[src/rtl/civil_date_to_epoch_seconds_defines.svh]
// ---------------------------------------------------------------------------
// civil_date_to_epoch_seconds_defines
// Assertion macros shared by the date-to-epoch block.
// ---------------------------------------------------------------------------
`ifndef CIVIL_DATE_TO_EPOCH_SECONDS_DEFINES_SVH
`define CIVIL_DATE_TO_EPOCH_SECONDS_DEFINES_SVH

// Same-cycle implication, checked out of reset.
`define CDES_ASSERT_NOW(label, clk, rst_n, ante, cons) \
    label: assert property (@(posedge clk) disable iff (!rst_n) (ante) |-> (cons)) \
        else $error("cdes same-cycle check failed");

// Next-cycle implication, checked out of reset.
`define CDES_ASSERT_NEXT(label, clk, rst_n, ante, cons) \
    label: assert property (@(posedge clk) disable iff (!rst_n) (ante) |=> (cons)) \
        else $error("cdes next-cycle check failed");

`endif

[src/rtl/cdes_pkg.sv]
// ---------------------------------------------------------------------------
// cdes_pkg
// Types, constants and tables for the date-to-epoch pipeline.
// ---------------------------------------------------------------------------
`default_nettype none

package cdes_pkg;

    localparam int YEAR_W  = 14;
    localparam int MONTH_W = 4;
    localparam int DAY_W   = 5;
    localparam int HOUR_W  = 5;
    localparam int MIN_W   = 6;
    localparam int SEC_W   = 6;
    localparam int EPOCH_W = 38;

    localparam int ERA_W  = 6;   // year / 400, year below 16384
    localparam int YOE_W  = 9;   // year of era, 0..399
    localparam int DOY_W  = 9;   // day of March-based year
    localparam int TOD_W  = 17;  // second of day, up to 86400
    localparam int DOE_W  = 18;  // day of era
    localparam int DAYS_W = 23;  // days since epoch

    localparam logic [YEAR_W-1:0]  YEAR_MIN    = 14'd1970;
    localparam logic [DAYS_W-1:0]  EPOCH_SHIFT = 23'd719468;
    localparam logic [DAYS_W-1:0]  ERA_DAYS    = 23'd146097;

    // one request as it enters
    typedef struct packed {
        logic [YEAR_W-1:0]  year;
        logic [MONTH_W-1:0] month;
        logic [DAY_W-1:0]   day;
        logic [HOUR_W-1:0]  hour;
        logic [MIN_W-1:0]   minute;
        logic [SEC_W-1:0]   second;
    } t_req;

    // after validation and year split
    typedef struct packed {
        logic              ok;
        logic [ERA_W-1:0]  era;
        logic [YOE_W-1:0]  yoe;
        logic [DOY_W-1:0]  doy;
        logic [TOD_W-1:0]  tod;
    } t_front;

    // after day count
    typedef struct packed {
        logic              ok;
        logic [DAYS_W-1:0] days;
        logic [TOD_W-1:0]  tod;
    } t_days;

    // days in month, February as common year; invalid months give 0
    function automatic logic [DAY_W-1:0] f_month_days(input logic [MONTH_W-1:0] m);
        logic [DAY_W-1:0] d;
        unique case (m)
            4'd1, 4'd3, 4'd5, 4'd7, 4'd8, 4'd10, 4'd12: d = 5'd31;
            4'd4, 4'd6, 4'd9, 4'd11:                    d = 5'd30;
            4'd2:                                       d = 5'd28;
            default:                                    d = 5'd0;
        endcase
        return d;
    endfunction

    // days before month, year starting in March (mp = 0 is March)
    function automatic logic [DOY_W-1:0] f_march_days(input logic [MONTH_W-1:0] mp);
        logic [DOY_W-1:0] d;
        unique case (mp)
            4'd0:    d = 9'd0;
            4'd1:    d = 9'd31;
            4'd2:    d = 9'd61;
            4'd3:    d = 9'd92;
            4'd4:    d = 9'd122;
            4'd5:    d = 9'd153;
            4'd6:    d = 9'd184;
            4'd7:    d = 9'd214;
            4'd8:    d = 9'd245;
            4'd9:    d = 9'd275;
            4'd10:   d = 9'd306;
            4'd11:   d = 9'd337;
            default: d = 9'd0;
        endcase
        return d;
    endfunction

endpackage

`default_nettype wire

[src/rtl/civil_date_to_epoch_seconds.sv]
// An accepted request passes through cdes_front, cdes_days and cdes_secs to the outputs.
// Throughput: one request per cycle; the six-stage pipeline has no loop.
// A stalled result freezes every stage, so the input stalls only while the
// output register holds a result that is not taken.
// Reset (i_rst_n low at a clock edge) clears all stage valid bits; the
// datapath registers are not reset.
// ---------------------------------------------------------------------------
// civil_date_to_epoch_seconds
// Converts a broken-down UTC date and time into Unix epoch seconds.
// ---------------------------------------------------------------------------
`default_nettype none

`include "civil_date_to_epoch_seconds_defines.svh"

module civil_date_to_epoch_seconds (
    input  wire logic                          i_clk,
    input  wire logic                          i_rst_n,
    // request channel
    input  wire logic                          i_valid,
    output logic                               o_stall,
    input  wire logic [cdes_pkg::YEAR_W-1:0]   i_year,
    input  wire logic [cdes_pkg::MONTH_W-1:0]  i_month,
    input  wire logic [cdes_pkg::DAY_W-1:0]    i_day,
    input  wire logic [cdes_pkg::HOUR_W-1:0]   i_hour,
    input  wire logic [cdes_pkg::MIN_W-1:0]    i_minute,
    input  wire logic [cdes_pkg::SEC_W-1:0]    i_second,
    // result channel
    output logic                               o_valid,
    input  wire logic                          i_stall,
    output logic                               o_valid_res,
    output logic [cdes_pkg::EPOCH_W-1:0]       o_epoch_seconds
);
    import cdes_pkg::*;

    t_req   req;
    t_front front;
    t_days  days;
    logic   front_vld;
    logic   days_vld;
    logic   en;

    // The pipeline moves as one: it freezes only when the output register
    // holds a result and the sink stalls. Bubbles may sit in any stage.
    assign en      = !(o_valid && i_stall);
    assign o_stall = !en;

    assign req.year   = i_year;
    assign req.month  = i_month;
    assign req.day    = i_day;
    assign req.hour   = i_hour;
    assign req.minute = i_minute;
    assign req.second = i_second;

    // stages 1-2: field checks, leap year, era split, day of year, time of day
    cdes_front u_front (
        .i_clk   (i_clk),
        .i_rst_n (i_rst_n),
        .i_en    (en),
        .i_vld   (i_valid),
        .i_req   (req),
        .o_vld   (front_vld),
        .o_front (front)
    );

    // stages 3-4: day of era and days since 1970-01-01
    cdes_days u_days (
        .i_clk   (i_clk),
        .i_rst_n (i_rst_n),
        .i_en    (en),
        .i_vld   (front_vld),
        .i_front (front),
        .o_vld   (days_vld),
        .o_days  (days)
    );

    // stages 5-6: scale to seconds, add time of day, zero when invalid
    cdes_secs u_secs (
        .i_clk   (i_clk),
        .i_rst_n (i_rst_n),
        .i_en    (en),
        .i_vld   (days_vld),
        .i_days  (days),
        .o_vld   (o_valid),
        .o_ok    (o_valid_res),
        .o_secs  (o_epoch_seconds)
    );

    // a rejected date always reports zero seconds
    `CDES_ASSERT_NOW(a_invalid_zero, i_clk, i_rst_n, o_valid && !o_valid_res, o_epoch_seconds == '0)
    // back-pressure on the input only comes from a held, stalled result
    `CDES_ASSERT_NOW(a_stall_cause, i_clk, i_rst_n, o_stall, o_valid && i_stall)
    // a request accepted with the pipeline moving lands in stage 1
    `CDES_ASSERT_NEXT(a_enter, i_clk, i_rst_n, i_valid && !o_stall, u_front.r_s1_vld)

endmodule

`default_nettype wire

[src/rtl/cdes_front.sv]
// ---------------------------------------------------------------------------
// cdes_front
// Stages 1-2: range checks, era split, leap year, day of year, time of day.
// ---------------------------------------------------------------------------
`default_nettype none

module cdes_front (
    input  wire logic            i_clk,
    input  wire logic            i_rst_n,
    input  wire logic            i_en,
    input  wire logic            i_vld,
    input  wire cdes_pkg::t_req  i_req,
    output logic                 o_vld,
    output cdes_pkg::t_front     o_front
);
    import cdes_pkg::*;

    // stage 1 combinational
    logic [YEAR_W-1:0] n_y;
    logic [20:0]       era_prod;
    logic [24:0]       q_prod;
    logic              n_ok;
    logic [MONTH_W-1:0] n_mp;

    // stage 1 registers
    logic               r_s1_vld;
    logic               r_ok1;
    logic [YEAR_W-1:0]  r_y;
    logic [ERA_W-1:0]   r_era;
    logic [7:0]         r_q100;
    logic [11:0]        r_yq;
    logic               r_m4;
    logic               r_feb;
    logic [DAY_W-1:0]   r_limit;
    logic [MONTH_W-1:0] r_mp;
    logic [DAY_W-1:0]   r_day;
    logic [HOUR_W-1:0]  r_hour;
    logic [MIN_W-1:0]   r_min;
    logic [SEC_W-1:0]   r_sec;

    // stage 2 combinational
    logic [11:0]       mul25;
    logic              leap;
    logic [DAY_W:0]    lim;
    logic [YEAR_W-1:0] yoe_full;
    t_front            n_front;

    // stage 2 registers
    logic   r_s2_vld;
    t_front r_front;

    // March-based year; y/400 as (y>>4)/25 through 1311/2^15
    assign n_y      = i_req.year - {13'd0, (i_req.month <= 4'd2)};
    assign era_prod = {11'd0, n_y[13:4]} * 21'd1311;
    // year/100 as (year>>2)/25 through 5243/2^17
    assign q_prod   = {13'd0, i_req.year[13:2]} * 25'd5243;
    assign n_ok     = (i_req.year >= YEAR_MIN) && (i_req.month >= 4'd1) &&
                      (i_req.month <= 4'd12) && (i_req.day != 5'd0) &&
                      (i_req.hour <= 5'd23) && (i_req.minute <= 6'd59) &&
                      (i_req.second <= 6'd60);
    assign n_mp     = (i_req.month > 4'd2) ? (i_req.month - 4'd3) : (i_req.month + 4'd9);

    always_ff @(posedge i_clk) begin
        if (!i_rst_n) begin
            r_s1_vld <= 1'b0;
        end else if (i_en) begin
            r_s1_vld <= i_vld;
        end
    end

    always_ff @(posedge i_clk) begin
        if (i_en) begin
            r_ok1   <= n_ok;
            r_y     <= n_y;
            r_era   <= era_prod[20:15];
            r_q100  <= q_prod[24:17];
            r_yq    <= i_req.year[13:2];
            r_m4    <= (i_req.year[1:0] == 2'b00);
            r_feb   <= (i_req.month == 4'd2);
            r_limit <= f_month_days(i_req.month);
            r_mp    <= n_mp;
            r_day   <= i_req.day;
            r_hour  <= i_req.hour;
            r_min   <= i_req.minute;
            r_sec   <= i_req.second;
        end
    end

    // leap: divisible by 4 and (not by 100, or year/100 divisible by 4)
    assign mul25    = {4'd0, r_q100} * 12'd25;
    assign leap     = r_m4 && ((r_yq != mul25) || (r_q100[1:0] == 2'b00));
    assign lim      = {1'b0, r_limit} + {5'd0, (r_feb && leap)};
    assign yoe_full = r_y - ({8'd0, r_era} * 14'd400);

    always_comb begin
        n_front.ok  = r_ok1 && ({1'b0, r_day} <= lim);
        n_front.era = r_era;
        n_front.yoe = yoe_full[YOE_W-1:0];
        n_front.doy = f_march_days(r_mp) + {4'd0, r_day} - 9'd1;
        n_front.tod = ({12'd0, r_hour} * 17'd3600) + ({11'd0, r_min} * 17'd60) +
                      {11'd0, r_sec};
    end

    always_ff @(posedge i_clk) begin
        if (!i_rst_n) begin
            r_s2_vld <= 1'b0;
        end else if (i_en) begin
            r_s2_vld <= r_s1_vld;
        end
    end

    always_ff @(posedge i_clk) begin
        if (i_en) begin
            r_front <= n_front;
        end
    end

    assign o_vld   = r_s2_vld;
    assign o_front = r_front;

endmodule

`default_nettype wire

[src/rtl/cdes_days.sv]
// ---------------------------------------------------------------------------
// cdes_days
// Stages 3-4: day of era, era days, days since the epoch.
// ---------------------------------------------------------------------------
`default_nettype none

module cdes_days (
    input  wire logic              i_clk,
    input  wire logic              i_rst_n,
    input  wire logic              i_en,
    input  wire logic              i_vld,
    input  wire cdes_pkg::t_front  i_front,
    output logic                   o_vld,
    output cdes_pkg::t_days        o_days
);
    import cdes_pkg::*;

    logic [1:0]        c100;
    logic [DOE_W-1:0]  n_doe;
    logic [DAYS_W-1:0] n_era_days;

    logic              r_s3_vld;
    logic              r_ok3;
    logic [DOE_W-1:0]  r_doe;
    logic [DAYS_W-1:0] r_era_days;
    logic [TOD_W-1:0]  r_tod3;

    logic   r_s4_vld;
    t_days  r_days;

    // yoe / 100 for yoe below 400
    always_comb begin
        priority if (i_front.yoe >= 9'd300) begin
            c100 = 2'd3;
        end else if (i_front.yoe >= 9'd200) begin
            c100 = 2'd2;
        end else if (i_front.yoe >= 9'd100) begin
            c100 = 2'd1;
        end else begin
            c100 = 2'd0;
        end
    end

    assign n_doe = ({9'd0, i_front.yoe} * 18'd365) + {11'd0, i_front.yoe[8:2]} +
                   {9'd0, i_front.doy} - {16'd0, c100};
    assign n_era_days = {17'd0, i_front.era} * ERA_DAYS;

    always_ff @(posedge i_clk) begin
        if (!i_rst_n) begin
            r_s3_vld <= 1'b0;
            r_s4_vld <= 1'b0;
        end else if (i_en) begin
            r_s3_vld <= i_vld;
            r_s4_vld <= r_s3_vld;
        end
    end

    always_ff @(posedge i_clk) begin
        if (i_en) begin
            r_ok3       <= i_front.ok;
            r_doe       <= n_doe;
            r_era_days  <= n_era_days;
            r_tod3      <= i_front.tod;
            r_days.ok   <= r_ok3;
            r_days.days <= r_era_days + {5'd0, r_doe} - EPOCH_SHIFT;
            r_days.tod  <= r_tod3;
        end
    end

    assign o_vld  = r_s4_vld;
    assign o_days = r_days;

endmodule

`default_nettype wire

[src/rtl/cdes_secs.sv]
// ---------------------------------------------------------------------------
// cdes_secs
// Stages 5-6: days times 86400, plus time of day, output register.
// ---------------------------------------------------------------------------
`default_nettype none

module cdes_secs (
    input  wire logic             i_clk,
    input  wire logic             i_rst_n,
    input  wire logic             i_en,
    input  wire logic             i_vld,
    input  wire cdes_pkg::t_days  i_days,
    output logic                  o_vld,
    output logic                  o_ok,
    output logic [cdes_pkg::EPOCH_W-1:0] o_secs
);
    import cdes_pkg::*;

    logic [39:0]        prod;

    logic               r_s5_vld;
    logic               r_ok5;
    logic [EPOCH_W-1:0] r_prod;
    logic [TOD_W-1:0]   r_tod5;

    logic               r_s6_vld;
    logic               r_ok6;
    logic [EPOCH_W-1:0] r_secs;

    assign prod = {17'd0, i_days.days} * 40'd86400;

    always_ff @(posedge i_clk) begin
        if (!i_rst_n) begin
            r_s5_vld <= 1'b0;
            r_s6_vld <= 1'b0;
        end else if (i_en) begin
            r_s5_vld <= i_vld;
            r_s6_vld <= r_s5_vld;
        end
    end

    always_ff @(posedge i_clk) begin
        if (i_en) begin
            r_ok5  <= i_days.ok;
            r_prod <= prod[EPOCH_W-1:0];
            r_tod5 <= i_days.tod;
            r_ok6  <= r_ok5;
            r_secs <= r_ok5 ? (r_prod + {21'd0, r_tod5}) : '0;
        end
    end

    assign o_vld  = r_s6_vld;
    assign o_ok   = r_ok6;
    assign o_secs = r_secs;

endmodule

`default_nettype wire
[config.mk]
export PLATFORM = sky130hd
export DESIGN_NAME = civil_date_to_epoch_seconds
export DESIGN_NICKNAME = d
export VERILOG_FILES = /design/src/rtl/cdes_pkg.sv /design/src/rtl/civil_date_to_epoch_seconds.sv /design/src/rtl/cdes_front.sv /design/src/rtl/cdes_days.sv /design/src/rtl/cdes_secs.sv
export VERILOG_INCLUDE_DIRS = /design/src /design/src/rtl
export SDC_FILE = /design/constraint.sdc
export NUM_CORES = 1
export LEC_CHECK = 0
export BUFFER_PORTS_ARGS = -buffer_cell sky130_fd_sc_hd__buf_2
export CORE_UTILIZATION = 50
export CTS_BUF_LIST = sky130_fd_sc_hd__clkbuf_8 sky130_fd_sc_hd__clkbuf_16
export DETAILED_ROUTE_END_ITERATION = 8
export HOLD_SLACK_MARGIN = 0.1
export PLACE_DENSITY = 0.76
export SETUP_SLACK_MARGIN = 0.02
export SLEW_MARGIN = 20
export SYNTH_ARGS = -nofsm -noshare
export SYNTH_HDL_FRONTEND = slang
export SYNTH_SLANG_ARGS = --single-unit
[constraint.sdc]
create_clock -name i_clk -period 16.8 [get_ports i_clk]
set_input_delay 3.36 -clock i_clk [delete_from_list [all_inputs] [get_ports i_clk]]
set_output_delay 3.36 -clock i_clk [all_outputs]
set_load 0.1 [all_outputs]
# Yosys cells after proc, flatten, opt, wreduce, memory -nomap -nowiden
# Memory sizes are Yosys's and may differ from the RTL's. A register that Yosys moved wholly into a read port is not among the register bits.
# Cells that the tools add are included.
# op_classes
mux	5
reduce_logical	15
eq_ne	2
order_cmp	12
addsub	15
multipliers	9
# op_table
operator	n
$add 38x17->38	1
$mul 23x10->31 const B	1
$mul 12x13->25 const B	1
$add 23x18->23	1
$mul 6x18->23 const B	1
$sub 23x20->23 const B	1
$mul 10x11->21 const B	1
$add 18x7->18	1
$add 18x9->18	1
$mul 9x9->18 const B	1
$sub 18x2->18	1
$add 17x12->17	1
$add 17x6->17	1
$ge 14x11->1 const B	1
$sub 14x1->14	1
$mul 5x8->13 const B	1
$le 6x6->1 const B	2
$mul 8x5->12 const B	1
$ne 12x12->1	1
$logic_and 1x1->1	10
$mul 6x4->10 const B	1
$add 9x5->9	1
$ge 9x7->1 const B	1
$ge 9x8->1 const B	1
other kinds (21)	24
# totals
mem_bits_ro	224
n_memories	2
wordCells	95
register_bits	300
output_inout_bits	41
inputBits	44
# mem_list
name	depth	width	read_ports	rd_clocked_by_memory_dff	write_ports	line	rtl
(no name shown)	16	9	1	1	0	cdes_pkg.sv:69	unique case (mp)
(no name shown)	16	5	1	1	0	cdes_pkg.sv:57	unique case (m)

# Longest topological paths before layout
# logic_depth
ltp_word	8
ltp_mapped	27
depth_no_buf	27

# Cells and area by module
# Synthesis repeated with hierarchy kept, for this count alone.
# unflattened
cells_unflattened	2594
area_unflattened_um2	28547.4
# by_module_without_submodules
module	area_per_inst_um2	instances	cells_per_inst	seq_area_each_um2
cdes_front	11979.0	1	1071	3493.4
cdes_days	8775.9	1	789	3042.9
cdes_secs	7782.5	1	732	2682.6
civil_date_to_epoch_seconds	10.0	1	2	0.0

# Worst setup path before layout
# No wires, ideal clock.
# synth_timing
kind	input -> register
start	input i_stall
end	register with a tool-made name
t_arrival_ns	14.528
path_stages	7
setup_time_ns	0.076
required_time_ns	16.724
path_buffers	1
slack_ns	2.196
path_cell_list	nand2_1 > clkbuf_1 > o21ai_0 > ha_1 > nand2_1 > o21ai_0 > o21ai_0
# synth_rtl
element	line	rtl
from (decl)	civil_date_to_epoch_seconds.sv:29	input wire logic i_stall,

# Worst setup path after layout
# layout_timing
start	input i_month[0] (netlist name)
end	register u_front.r_era[5], data pin
# layout_between
elab_chain_cells	3
# layout_lines
element	line	rtl
from (decl)	civil_date_to_epoch_seconds.sv:22	input wire logic [cdes_pkg::MONTH_W-1:0] i_month,
$le 4x2->1	cdes_front.sv:53	assign n_y = i_req.year - {13'd0, (i_req.month <= 4'd2)};
$sub 14x1->14	cdes_front.sv:53	
$mul 10x11->21	cdes_front.sv:54	assign era_prod = {11'd0, n_y[13:4]} * 21'd1311;
net u_front.era_prod[20]	cdes_front.sv:20	logic [20:0] era_prod;
to (signal assigned)	cdes_front.sv:75	r_era <= era_prod[20:15];
to (decl)	cdes_front.sv:29	logic [ERA_W-1:0] r_era;
# The timed path passes the listed nets, and every way through them passes these cells.
# A chain may end at the register's enable or synchronous reset.

==> run_results.csv <==
group,metric,value,unit
outcome,status,"finished clean",
layout,drive_gt1_frac,0.0708,
layout,insertedDiodeCount,0,
sta,clock.fmax,0.0954,GHz
logic_synthesis,synth_edf_count,297,
grt,grt_max_degree,90,
cts,cts.sinks,312,
grt,antenna_found_initial,0,
logic_synthesis,avgSynthCellArea,11.1,sq um
cts,clk_latency,0.55,ns
floorplan,core-area,0.0554,sq mm
cts,h-tree-depth,2,
job,maxCapViolCount,0,
sta,maxSlewViolCount,0,
grt,grt_pass1_wl,86600,um
placed_design,dp_hpwl,40700,um
floorplan,start_util,0.508,
floorplan,io_pins,85,
floorplan,die_w,239,um
floorplan,fp.dieH,239,um
floorplan,num_rows,86,
sta,setup_tns,0,ns
logic_synthesis,netlist_instances,2528,
worst_hold_path,holdCritPathClass,"flip-flop to flip-flop",
sta,maxSlewHeadroom,0.343,
setup_path,worstSetupEndpointType,"flip-flop",
grt,track_usage,0.184,
route,drt_pass1_iterations,5,
sta,hold_viol,0,
route,drc,0,
setup_path,crit_fanout,9,
logic_synthesis,syn_nets,3310,
sta,tightestPinTransition,0.985,ns
sta,period_minus_slack,10.48,ns
cts,clockBufferDepth,3,
logic_synthesis,ys_types,82,
floorplan,die-area,0.0573,sq mm
logic_synthesis,yosys_warnings,0,
placed_design,gp_congestion,0.869,
logic_synthesis,synth_top_area_frac,0.317,
logic_synthesis,yosys_most_used_dff,"edfxtp_1",
route,vias,17700,
setup_path,critPathArrivalTime,10.77,ns
cts,cts_tree,"built",
sta,finalCritPeriodShare,0.624,
layout,final_net_count,3427,
logic_synthesis,synth-seq-cells,312,
cts,cts_setup_buffers,0,
grt,grt_pass1_vias,18900,
logic_synthesis,async_flop_share,0,
route,drtIter0Drc,683,
grt,overflow,0,
setup_path,cp.required,17.09,ns
sta,skew,0.0229,ns
sta,setup_viol,0,
cts,clkTransAtPathRegs,0.06,ns
route,wl_per_cell,14.7,um
logic_synthesis,synthTopCellsByCount,"inv_1 (556), ha_1 (531), edfxtp_1 (297), fa_1 (207), xnor2_1 (132)",
placed_design,portBuffers,84,
logic_synthesis,synth_area,0.0282,sq mm
cts,numCtsBuffers,36,
sta,rsz0062_at_grt,"false",
cts,cts_root_buf,"clkbuf_16",
layout,multi_input_area,0.0168,sq mm
layout,syn_to_final_growth,8.80,%
logic_synthesis,yosysMostFrequentCell,"inv_1",
route,avgViaCountPerCell,5.16,
cts,cts_resized,0,
logic_synthesis,yosys-top-cells-area,"edfxtp_1 (32%), ha_1 (24%), fa_1 (15%)",
layout,fill_cells,4531,
route,wl,50200,um
logic_synthesis,synth-seq-area-share,0.327,
route,antenna_left,0,
cts,cts_hold_repair.buffers,0,
setup_path,crit_type,"primary input to flip-flop",
layout,regArea,0.00922,sq mm
logic_synthesis,synth_area_leader_cell,"edfxtp_1",
setup_path,worstSetupStartpointType,"primary input",
[critical path, stage by stage]
cell and delay, ns:
buf_2 0.15, a211oi_1 0.67, ha_1 0.30, nor3b_2 0.23, o21ai_1 0.12, inv_1 0.06
nand2_1 0.08, nor3_1 0.31, nand3_1 0.14, xnor2_1 0.64, fa_1 0.60, xnor2_1 0.30
ha_1 0.29, inv_1 0.08, fa_1 0.42, fa_1 0.51, fa_1 0.51, inv_1 0.04
ha_1 0.30, a22oi_1 0.16, nand2_1 0.10, a211oi_1 0.26, o311ai_1 0.19, and3_1 0.26
o31a_1 0.30, o41ai_2 0.27, xnor2_1 0.10
[cell families (layout without fill, tap and decap cells)]
group,Yosys count,after routing,share of synthesized area
xor+xnor,168,168,0.0523
fa+ha+maj,738,738,0.383
flops,312,312,0.327
mux,12,12,0.00431
compound gates,369,369,0.0896
simple gates,359,359,0.0672
buf+inv,570,713,0.0760
[cells in the final DEF (no fill, tap or decap), types with 20 or more instances in the layout]
cell type,synthesis,final
a21o_1,49,49
a21oi_1,99,99
and2_1,29,29
buf_2,1,84
clkbuf_16,0,36
edfxtp_1,297,297
fa_1,207,207
ha_1,531,531
inv_1,556,563
nand2_1,67,66
nand2b_1,21,21
nand3_1,37,37
nor2_1,66,66
nor2b_1,20,20
nor3_1,28,28
o21ai_0,57,57
xnor2_1,132,132
xor2_1,36,36
[flip-flops by register name (all words and copies together) (netlist names), 3 cells and up, named ones only]
| register | count |
|---|---|
| u_front.r_limit | 3 |
| u_days.r_doe | 18 |
| u_days.o_days | 41 |
| u_front.r_q100 | 8 |
| u_front.r_era | 6 |
| u_days.r_era_days | 23 |
| u_secs.o_secs | 38 |
| u_front.r_mp | 4 |
| u_front.r_sec | 6 |
| u_front.r_min | 6 |
| u_front.o_front | 42 |
| u_front.r_y | 9 |
| u_secs.r_prod | 31 |
| u_secs.r_tod5 | 17 |
| u_days.r_tod3 | 17 |
| u_front.r_day | 5 |
| u_front.r_hour | 5 |
| u_front.r_yq | 12 |
[per-stage QoR]
stage          utilization  setup slack [ns]  hold WS (ns)  area [sq um]  cells
4_1_cts              0.552              6.16         0.417         30600   3418
3_5_place_dp         0.533              5.57         0.405         29500   3354
3_3_place_gp         0.533              5.80         0.402         29500   3354
6_report             0.553              6.32         0.416         30600   3419
2_1_floorplan            -              2.20         0.400         28200   2528
5_1_grt              0.553              5.57         0.422         30600   3419
[per-layer routing]
layer  routed length (um)  share of wire  global-route usage
met1                20800           0.41               0.208
met3                 1380          0.027              0.0250
met2                26800           0.53               0.356
met5                    0              0                   0
met4                 1150          0.023              0.0515
[cell type report]
class / count / area share
Tap cell: 748 / 0.0306
Timing Repair Buffer: 92 / 0.0163
Inverter: 557 / 0.0682
Sequential cell: 312 / 0.301
Clock inverter: 28 / 0.00596
Multi-Input combinational cell: 1646 / 0.549
Clock buffer: 36 / 0.0294
[worst paths after layout]
| path | end | startpoint | slack (ns) | depth (start not counted) |
|---|---|---|---|---|
| worst max-delay path | u_front.r_era[5] | i_month[0] | 6.32 | 27 |
| worst min-delay path | u_days.o_days[4] | u_days.r_tod3[4] | 0.42 | 0 |
| worst max register to register | u_days.r_doe[17] | u_front.o_front[31] | 11.04 | 25 |
| worst min register to register | u_days.o_days[4] | u_days.r_tod3[4] | 0.42 | 0 |
Power is left out: the tool's default activity adds up to more than one toggle a clock period on the data nets, which glitch-free logic cannot reach.
